===== src/hw/rtl/vdma_pkg.sv =====
package vdma_pkg;

    // Command codes of an input item
    localparam logic [1:0] CMD_REG_WRITE = 2'd0;
    localparam logic [1:0] CMD_TICK      = 2'd1;
    localparam logic [1:0] CMD_HBLANK    = 2'd2;

    // Register offsets
    localparam logic [7:0] OFF_SRC_HI = 8'h51;
    localparam logic [7:0] OFF_SRC_LO = 8'h52;
    localparam logic [7:0] OFF_DST_HI = 8'h53;
    localparam logic [7:0] OFF_DST_LO = 8'h54;
    localparam logic [7:0] OFF_START  = 8'h55;

    // Address constants
    localparam logic [15:0] SRC_RESET  = 16'h9FF0;
    localparam logic [15:0] DST_RESET  = 16'hDFF0;
    localparam logic [15:0] SRC_MASK   = 16'hFFF0;
    localparam logic [15:0] DST_MASK   = 16'h1FF0;
    localparam logic [15:0] VRAM_BASE  = 16'h8000;
    localparam logic [15:0] ADDR_DONE  = 16'hFFFF;

    localparam int unsigned CNT_W        = 12;
    localparam int unsigned MAX_PER_TICK = 2;
    localparam logic [CNT_W-1:0] BURST_BYTES = 12'h010;

    typedef struct packed {
        logic [1:0] cmd;
        logic [7:0] reg_offset;
        logic [7:0] write_byte;
    } in_item_t;

    typedef struct packed {
        logic        copy_valid;
        logic [15:0] src_addr;
        logic [15:0] dst_addr;
        logic        last;
        logic        busy_res;
        logic [7:0]  length_code;
    } out_item_t;

    // Up to two results produced by one input item; r0.last clear means r1 follows
    typedef struct packed {
        out_item_t r0;
        out_item_t r1;
    } res_pair_t;

    // Length code: remaining total in 16-byte units, minus one, mod 256
    function automatic logic [7:0] len_code(input logic [CNT_W-1:0] total);
        return total[CNT_W-1:4] - 8'd1;
    endfunction

    function automatic logic [CNT_W-1:0] min_burst(input logic [CNT_W-1:0] total);
        return (total < BURST_BYTES) ? total : BURST_BYTES;
    endfunction

endpackage


===== src/hw/rtl/video_dma_controller.sv =====
// Video DMA controller. Each input item is a register write (offsets 0x51-0x54 load the
// source and destination address bytes, 0x55 starts a general or HBlank transfer or
// cancels a running HBlank transfer), a transfer tick, or an HBlank event. A tick with a
// burst pending gives up to two copy commands (source address, VRAM destination);
// every other item gives one status result. Every result carries the burst busy flag and
// the remaining length code; the final result of an item has last set. The single result
// port shows one result per cycle while m_ready is high, so a tick that gives two results
// shows them in turn. The first result passes through the input register, then the result
// register, and a new item is taken while an earlier result still waits for m_ready. When a
// transfer completes, both address registers read 0xFFFF.
module video_dma_controller #(
    parameter int unsigned BYTES_PER_TICK = 2
) (
    input  logic                aclk,
    input  logic                aresetn,
    input  logic                s_valid,
    output logic                s_ready,
    input  vdma_pkg::in_item_t  s_item,
    output logic                m_valid,
    input  logic                m_ready,
    output vdma_pkg::out_item_t m_item
);
    import vdma_pkg::*;

    logic      pair_valid;
    logic      pair_ready;
    res_pair_t pair;

    // Register decode, transfer state and copy address generation
    vdma_core #(
        .BYTES_PER_TICK(BYTES_PER_TICK)
    ) u_core (
        .aclk      (aclk),
        .aresetn   (aresetn),
        .s_valid   (s_valid),
        .s_ready   (s_ready),
        .s_item    (s_item),
        .pair_valid(pair_valid),
        .pair_ready(pair_ready),
        .pair      (pair)
    );

    // Result register, one result per cycle while m_ready is high
    vdma_out u_out (
        .aclk      (aclk),
        .aresetn   (aresetn),
        .pair_valid(pair_valid),
        .pair_ready(pair_ready),
        .pair      (pair),
        .m_valid   (m_valid),
        .m_ready   (m_ready),
        .m_item    (m_item)
    );

endmodule


===== src/hw/rtl/vdma_core.sv =====
module vdma_core #(
    parameter int unsigned BYTES_PER_TICK = 2
) (
    input  logic               aclk,
    input  logic               aresetn,
    input  logic               s_valid,
    output logic               s_ready,
    input  vdma_pkg::in_item_t s_item,
    output logic               pair_valid,
    input  logic               pair_ready,
    output vdma_pkg::res_pair_t pair
);
    import vdma_pkg::*;

    localparam bit TWO_PER_TICK = (BYTES_PER_TICK >= MAX_PER_TICK);

    // Input register
    logic     in_valid_reg, in_valid_next;
    in_item_t in_item_reg;
    logic     take;

    // Transfer state
    logic [15:0]      src_reg, src_next;
    logic [15:0]      dst_reg, dst_next;
    logic             hblank_reg, hblank_next;
    logic [CNT_W-1:0] burst_reg, burst_next;
    logic [CNT_W-1:0] total_reg, total_next;
    logic [CNT_W-1:0] done_reg, done_next;

    // Tick datapath
    logic [15:0]      src_base, dst_base;
    logic [CNT_W-1:0] burst_m1, burst_m2, total_m1, total_m2;
    logic             tick_copy, tick_two;
    logic [CNT_W-1:0] start_total;
    logic             is_cancel;

    assign take          = in_valid_reg && pair_ready;
    assign s_ready       = !in_valid_reg || take;
    assign pair_valid    = in_valid_reg;
    assign in_valid_next = s_valid && s_ready ? 1'b1 : (take ? 1'b0 : in_valid_reg);

    always_ff @(posedge aclk) begin
        if (!aresetn) begin
            in_valid_reg <= 1'b0;
        end else begin
            in_valid_reg <= in_valid_next;
        end
        if (s_valid && s_ready) begin
            in_item_reg <= s_item;
        end
    end

    // Copy addresses and counter decrements
    assign src_base  = (src_reg & SRC_MASK) + {4'd0, done_reg};
    assign dst_base  = ((dst_reg & DST_MASK) | VRAM_BASE) + {4'd0, done_reg};
    assign burst_m1  = burst_reg - 12'd1;
    assign burst_m2  = burst_reg - 12'd2;
    assign total_m1  = total_reg - 12'd1;
    assign total_m2  = total_reg - 12'd2;
    assign tick_copy = (in_item_reg.cmd == CMD_TICK) && (burst_reg != '0);
    assign tick_two  = tick_copy && TWO_PER_TICK && (burst_m1 != '0);

    assign start_total = {({1'b0, in_item_reg.write_byte[6:0]} + 8'd1), 4'd0};
    assign is_cancel   = hblank_reg && (total_reg != '0) && !in_item_reg.write_byte[7];

    // Next state
    always_comb begin
        src_next    = src_reg;
        dst_next    = dst_reg;
        hblank_next = hblank_reg;
        burst_next  = burst_reg;
        total_next  = total_reg;
        done_next   = done_reg;
        case (in_item_reg.cmd)
            CMD_REG_WRITE: begin
                case (in_item_reg.reg_offset)
                    OFF_SRC_HI: src_next = {in_item_reg.write_byte, src_reg[7:0]};
                    OFF_SRC_LO: src_next = {src_reg[15:8], in_item_reg.write_byte};
                    OFF_DST_HI: dst_next = {in_item_reg.write_byte, dst_reg[7:0]};
                    OFF_DST_LO: dst_next = {dst_reg[15:8], in_item_reg.write_byte};
                    OFF_START: begin
                        if (is_cancel) begin
                            total_next = '0;
                            burst_next = '0;
                        end else begin
                            done_next   = '0;
                            hblank_next = in_item_reg.write_byte[7];
                            total_next  = start_total;
                            burst_next  = in_item_reg.write_byte[7] ?
                                          min_burst(start_total) : start_total;
                        end
                    end
                    default: ;
                endcase
            end
            CMD_TICK: begin
                if (tick_copy) begin
                    if (tick_two) begin
                        burst_next = burst_m2;
                        total_next = total_m2;
                        done_next  = done_reg + 12'd2;
                    end else begin
                        burst_next = burst_m1;
                        total_next = total_m1;
                        done_next  = done_reg + 12'd1;
                    end
                    if (total_next == '0) begin
                        src_next = ADDR_DONE;
                        dst_next = ADDR_DONE;
                    end
                end
            end
            CMD_HBLANK: begin
                if (hblank_reg) begin
                    burst_next = min_burst(total_reg);
                end
            end
            default: ;
        endcase
    end

    always_ff @(posedge aclk) begin
        if (!aresetn) begin
            src_reg    <= SRC_RESET;
            dst_reg    <= DST_RESET;
            hblank_reg <= 1'b0;
            burst_reg  <= '0;
            total_reg  <= '0;
            done_reg   <= '0;
        end else if (take) begin
            src_reg    <= src_next;
            dst_reg    <= dst_next;
            hblank_reg <= hblank_next;
            burst_reg  <= burst_next;
            total_reg  <= total_next;
            done_reg   <= done_next;
        end
    end

    // Result pair
    always_comb begin
        if (tick_copy) begin
            pair.r0.copy_valid  = 1'b1;
            pair.r0.src_addr    = src_base;
            pair.r0.dst_addr    = dst_base;
            pair.r0.last        = !tick_two;
            pair.r0.busy_res    = (burst_m1 != '0);
            pair.r0.length_code = len_code(total_m1);
        end else begin
            pair.r0.copy_valid  = 1'b0;
            pair.r0.src_addr    = '0;
            pair.r0.dst_addr    = '0;
            pair.r0.last        = 1'b1;
            pair.r0.busy_res    = (burst_next != '0);
            pair.r0.length_code = len_code(total_next);
        end
        pair.r1.copy_valid  = 1'b1;
        pair.r1.src_addr    = src_base + 16'd1;
        pair.r1.dst_addr    = dst_base + 16'd1;
        pair.r1.last        = 1'b1;
        pair.r1.busy_res    = (burst_m2 != '0);
        pair.r1.length_code = len_code(total_m2);
    end

endmodule


===== src/hw/rtl/vdma_out.sv =====
module vdma_out (
    input  logic                aclk,
    input  logic                aresetn,
    input  logic                pair_valid,
    output logic                pair_ready,
    input  vdma_pkg::res_pair_t pair,
    output logic                m_valid,
    input  logic                m_ready,
    output vdma_pkg::out_item_t m_item
);
    import vdma_pkg::*;

    logic      busy_reg, busy_next;
    logic      idx_reg, idx_next;
    res_pair_t pair_reg;
    logic      load;
    logic      head_done;

    // Show the first result, then the second of a pair
    assign m_item     = idx_reg ? pair_reg.r1 : pair_reg.r0;
    assign m_valid    = busy_reg;
    assign head_done  = busy_reg && m_ready && m_item.last;
    assign pair_ready = !busy_reg || head_done;
    assign load       = pair_valid && pair_ready;

    always_comb begin
        busy_next = busy_reg;
        idx_next  = idx_reg;
        if (load) begin
            busy_next = 1'b1;
            idx_next  = 1'b0;
        end else if (head_done) begin
            busy_next = 1'b0;
        end else if (busy_reg && m_ready) begin
            idx_next = 1'b1;
        end
    end

    always_ff @(posedge aclk) begin
        if (!aresetn) begin
            busy_reg <= 1'b0;
            idx_reg  <= 1'b0;
        end else begin
            busy_reg <= busy_next;
            idx_reg  <= idx_next;
        end
        if (load) begin
            pair_reg <= pair;
        end
    end

endmodule


===== config.mk =====
export PLATFORM = sky130hd
export DESIGN_NAME = video_dma_controller
export DESIGN_NICKNAME = d
export VERILOG_FILES = /design/src/hw/rtl/vdma_pkg.sv /design/src/hw/rtl/video_dma_controller.sv /design/src/hw/rtl/vdma_core.sv /design/src/hw/rtl/vdma_out.sv
export SDC_FILE = /design/constraint.sdc
export NUM_CORES = 1
export LEC_CHECK = 0
export BUFFER_PORTS_ARGS = -buffer_cell sky130_fd_sc_hd__buf_2
export CORE_MARGIN = 3
export CORE_UTILIZATION = 35
export CTS_CLUSTER_DIAMETER = 200
export DETAILED_ROUTE_END_ITERATION = 7
export GPL_TIMING_DRIVEN = 1
export SLEW_MARGIN = 20
export SYNTH_ARGS = -nofsm -noshare
export SYNTH_HDL_FRONTEND = slang
export SYNTH_SLANG_ARGS = --single-unit

===== constraint.sdc =====
create_clock -name aclk -period 9.7 [get_ports aclk]
set_input_delay 0.97 -clock aclk [delete_from_list [all_inputs] [get_ports aclk]]
set_output_delay 0.97 -clock aclk [all_outputs]
set_load 0.01 [all_outputs]

==> results by group <==
Die
  • Die Ht: 172 µm
  • Ports: 67
  • Die Area: 0.0295 mm²
  • Die Wd: 172 µm
  • Core area: between 0.02 and 0.03 mm²
  • Initial Util: 0.357
  • Row count: 60

Synth
  • Net Count, Synth: 1064
  • Yosys reg bits: approximately 150
  • Register area share after synthesis: 0.414
  • Synth cell count leaders: nor2_1 (99), edfxtp_1 (92), nand2_1 (70)
  • Netlist cell types: 89
  • Synth top area cells: edfxtp_1 (29%), dfxtp_1 (13%), mux2_2 (4.3%)
  • Async set or reset register ratio after synthesis: 0
  • Post-Synth Simple-Gate Area: 0.204
  • Syn. warnings: 0
  • Most used DFF post-synth: edfxtp_1
  • Most frequent cell after synthesis: nor2_1
  • Mux cell area share after synthesis: 0.0454
  • Largest family of logic cells by synthesized area: simple AND/OR/NAND/NOR gates
  • Compound-gate portion of the synthesized area: 0.193
  • Synthesized area: 0.00962 mm²
  • Post-synthesis xor/xnor area fraction: 0.0583
  • Cell accounting for the most synthesized area: edfxtp_1
  • Mapped Avg Cell Area: 9.50 µm²
  • Synth Area in Adders: 0.0406
  • Post-Synthesis Cells: 1012
  • Post-synth EDFFs: 92
  • Yosys top cell area share: 0.287

Detailed routing
  • Vias post-DR: roughly 8100
  • Starting DRC count in detailed routing: 883
  • Vias per cell: 5.77
  • WL final: 25700 µm
  • Router iterations before antenna repair: 7
  • Wire length per cell: 18.4 µm
  • Remaining DRCs: 0
  • Post-route ant nets: 0

Critical path
  • CP arrival: 4.82 ns
  • R2R Path Start: u_out.idx_reg
  • Worst Reg-to-Reg Cells: 8
  • CP startpoint: u_out.idx_reg
  • Slowest-stage cell, CP: dfxtp_2
  • Critical Path End Type: flip-flop
  • CP max stage delay: 1.00 ns
  • Most used cell, CP: nand2_1
  • CP max FO: 80
  • Startpoint Class: flip-flop
  • CP Class: flip-flop to flip-flop
  • Worst Setup EP: u_core.done_reg[7]
  • Critical-path cell list: o21ai_0 -> nand2_1 -> nand2_1 -> clkinv_2 -> buf_4 -> nand2_1 -> or3_1 -> a21oi_1
  • Worst path required time: between 10 and 15 ns
  • Reg2Reg Setup Slack: 5.25 ns
  • End of the worst register-to-register path: u_core.done_reg[7]

Timing
  • Final min period: 4.45 ns
  • Worst setup margin: roughly 5.2 ns
  • Final hold violation count: 0
  • Clock skew: approximately 0.012 ns
  • RSZ-0062 raised after global routing: false
  • Worst slew margin: 0.318
  • Setup_tns: 0 ns
  • Fin crit share: 0.459
  • Transition time of the tightest slew-check pin: 1.02 ns
  • Fmax: 225 MHz
  • Setup violators final: 0
  • Max-slew violation count: 0

GRT
  • Vias in the first global route: 7305
  • Initial antenna violation count: 1
  • First-pass GRT wire length: 40900 µm
  • Global route total overflow: 0
  • Pin count of the biggest net entering global routing: 81
  • Total global-route track usage: 0.175

Clock tree
  • CTS Buffer Depth: 2
  • Clk Latency, worst-skew pair: 0.44 ns
  • CTS tree: done
  • H-tree levels: 4
  • Post_cts resized: 0
  • CTS buffer count: 17
  • Setup Buffers After CTS: 0
  • Clock Pin Slew Worst Setup and Hold Paths: about 0.07 ns
  • Clk sink count: approximately 150
  • CTS root buf: clkbuf_16
  • Hold_buf cts: 0

Placement
  • HPWL Detailed: 18200 µm
  • Pre-CTS WS: about 5.2 ns
  • Input/output buffers: 66
  • Routability cong.: between 0.9 and 1

Finish
  • Share of cells above drive strength 1: 0.177
  • Layout area overhead: 11.9%
  • N_diodes: 0
  • NumNets Final: 1097
  • Max reg flops: 74

Flow run
  • Max-Cap Viols: 0

Status
  • Status: complete, no violations

Power and ir drop
  • Maximum VDD drop: 0.0952 mV
  • Static Leak: 3.95 nW
  • Power per cell area: 160 mW/mm²

Worst hold path
  • Hold Crit Class: flip-flop to flip-flop
[where the power goes]
group,total [W],internal (W),switching (W)
Combinational,0.000279,0.000109,0.000170
Sequential,0.000764,0.000731,0.0000329
Clock,0.000677,0.000372,0.000305
Total,0.00172,0.00121,0.000508
[layout by cell type, fill, tap and decap left out, types with 5 or more instances in the layout]
master,n
o32ai_1,6
o31ai_1,7
a21oi_1,51
nor3_1,37
o21a_1,12
ha_1,28
nor4b_1,5
or2_2,12
dfxtp_1,60
nor4_1,10
nor2_1,99
inv_1,37
and2_1,19
mux2_2,37
nand4_1,7
a211o_1,6
clkbuf_16,17
a21o_1,13
o21ai_0,39
xnor2_1,36
o211ai_1,8
nand2b_1,14
o2bb2ai_1,7
xor2_1,28
buf_2,66
and3_1,12
nand3b_1,7
or3_1,10
a41oi_2,10
edfxtp_1,92
a211oi_1,11
a31oi_1,13
o22ai_1,5
nor2b_1,5
buf_4,7
nand2_1,70
nand3_1,35
[stage by stage]
step | util | hold slack (ns) | total power [W] | instance area [µm²] | instances
floorplan | - | 0.476 | 0.000972 | 9620 | 1012
CTS | 0.399 | 0.539 | 0.00173 | 10800 | 1399
global placement | 0.377 | 0.517 | 0.00105 | 10200 | 1367
finish | 0.399 | 0.542 | 0.00172 | 10800 | 1399
detailed placement | 0.377 | 0.524 | 0.00105 | 10200 | 1367
global route | 0.399 | 0.560 | 0.00179 | 10800 | 1399
[kinds of logic (layout without fill, tap and decap cells)]
group,count (synthesis),count (layout)
AND/OR/NAND/NOR,375,375
buffers and inverters,100,146
AO/OA/AOI/OAI,250,250
flip-flops,153,153
XOR/XNOR,64,64
other,1,1
adder cells (fa/ha/maj),30,30
multiplexers,39,39
[routing by layer]
layer / wire length (µm) / global-route usage / vias up
li1: - / - / 3839
met1: 12600 / 0.261 / 3835
met2: 10800 / 0.252 / 339
met3: 1860 / 0.0349 / 51
met4: 507 / 0.0569 / 2
met5: 13 / 0 / -
[critical path, delay by kind of cell (launching register included)]
family	cells	cell delay (ns)
flops	1	1.00
simple gates	4	1.54
compound gates	2	0.56
buf+inv	2	1.19
[area by class of cell]
| class | instances | area, µm² |
|---|---|---|
| multi-input cells | 759 | 5220 |
| flip-flops and latches | 153 | 3990 |
| fillers | 2656 | 16200 |
| well taps | 341 | 427 |
| clock inverters | 14 | 156 |
| repair buffers | 73 | 383 |
| inverters | 41 | 155 |
| clock buffers | 18 | 439 |
[how the worst min path moves through the flow]
| stage | depth (start not counted) | from | slack [ns] | end |
|---|---|---|---|---|
| finish | 2 | u_core.hblank_reg | 0.54 | u_core.hblank_reg |
| global placement | 2 | u_core.hblank_reg | 0.52 | u_core.hblank_reg |
| CTS | 2 | u_core.hblank_reg | 0.54 | u_core.hblank_reg |
| global route | 2 | u_core.hblank_reg | 0.56 | u_core.hblank_reg |
| detailed placement | 2 | u_core.dst_reg[10] | 0.52 | u_core.dst_reg[10] |
| floorplan | 2 | u_core.dst_reg[10] | 0.48 | u_core.dst_reg[10] |
(Power assumes the default switching activity.)
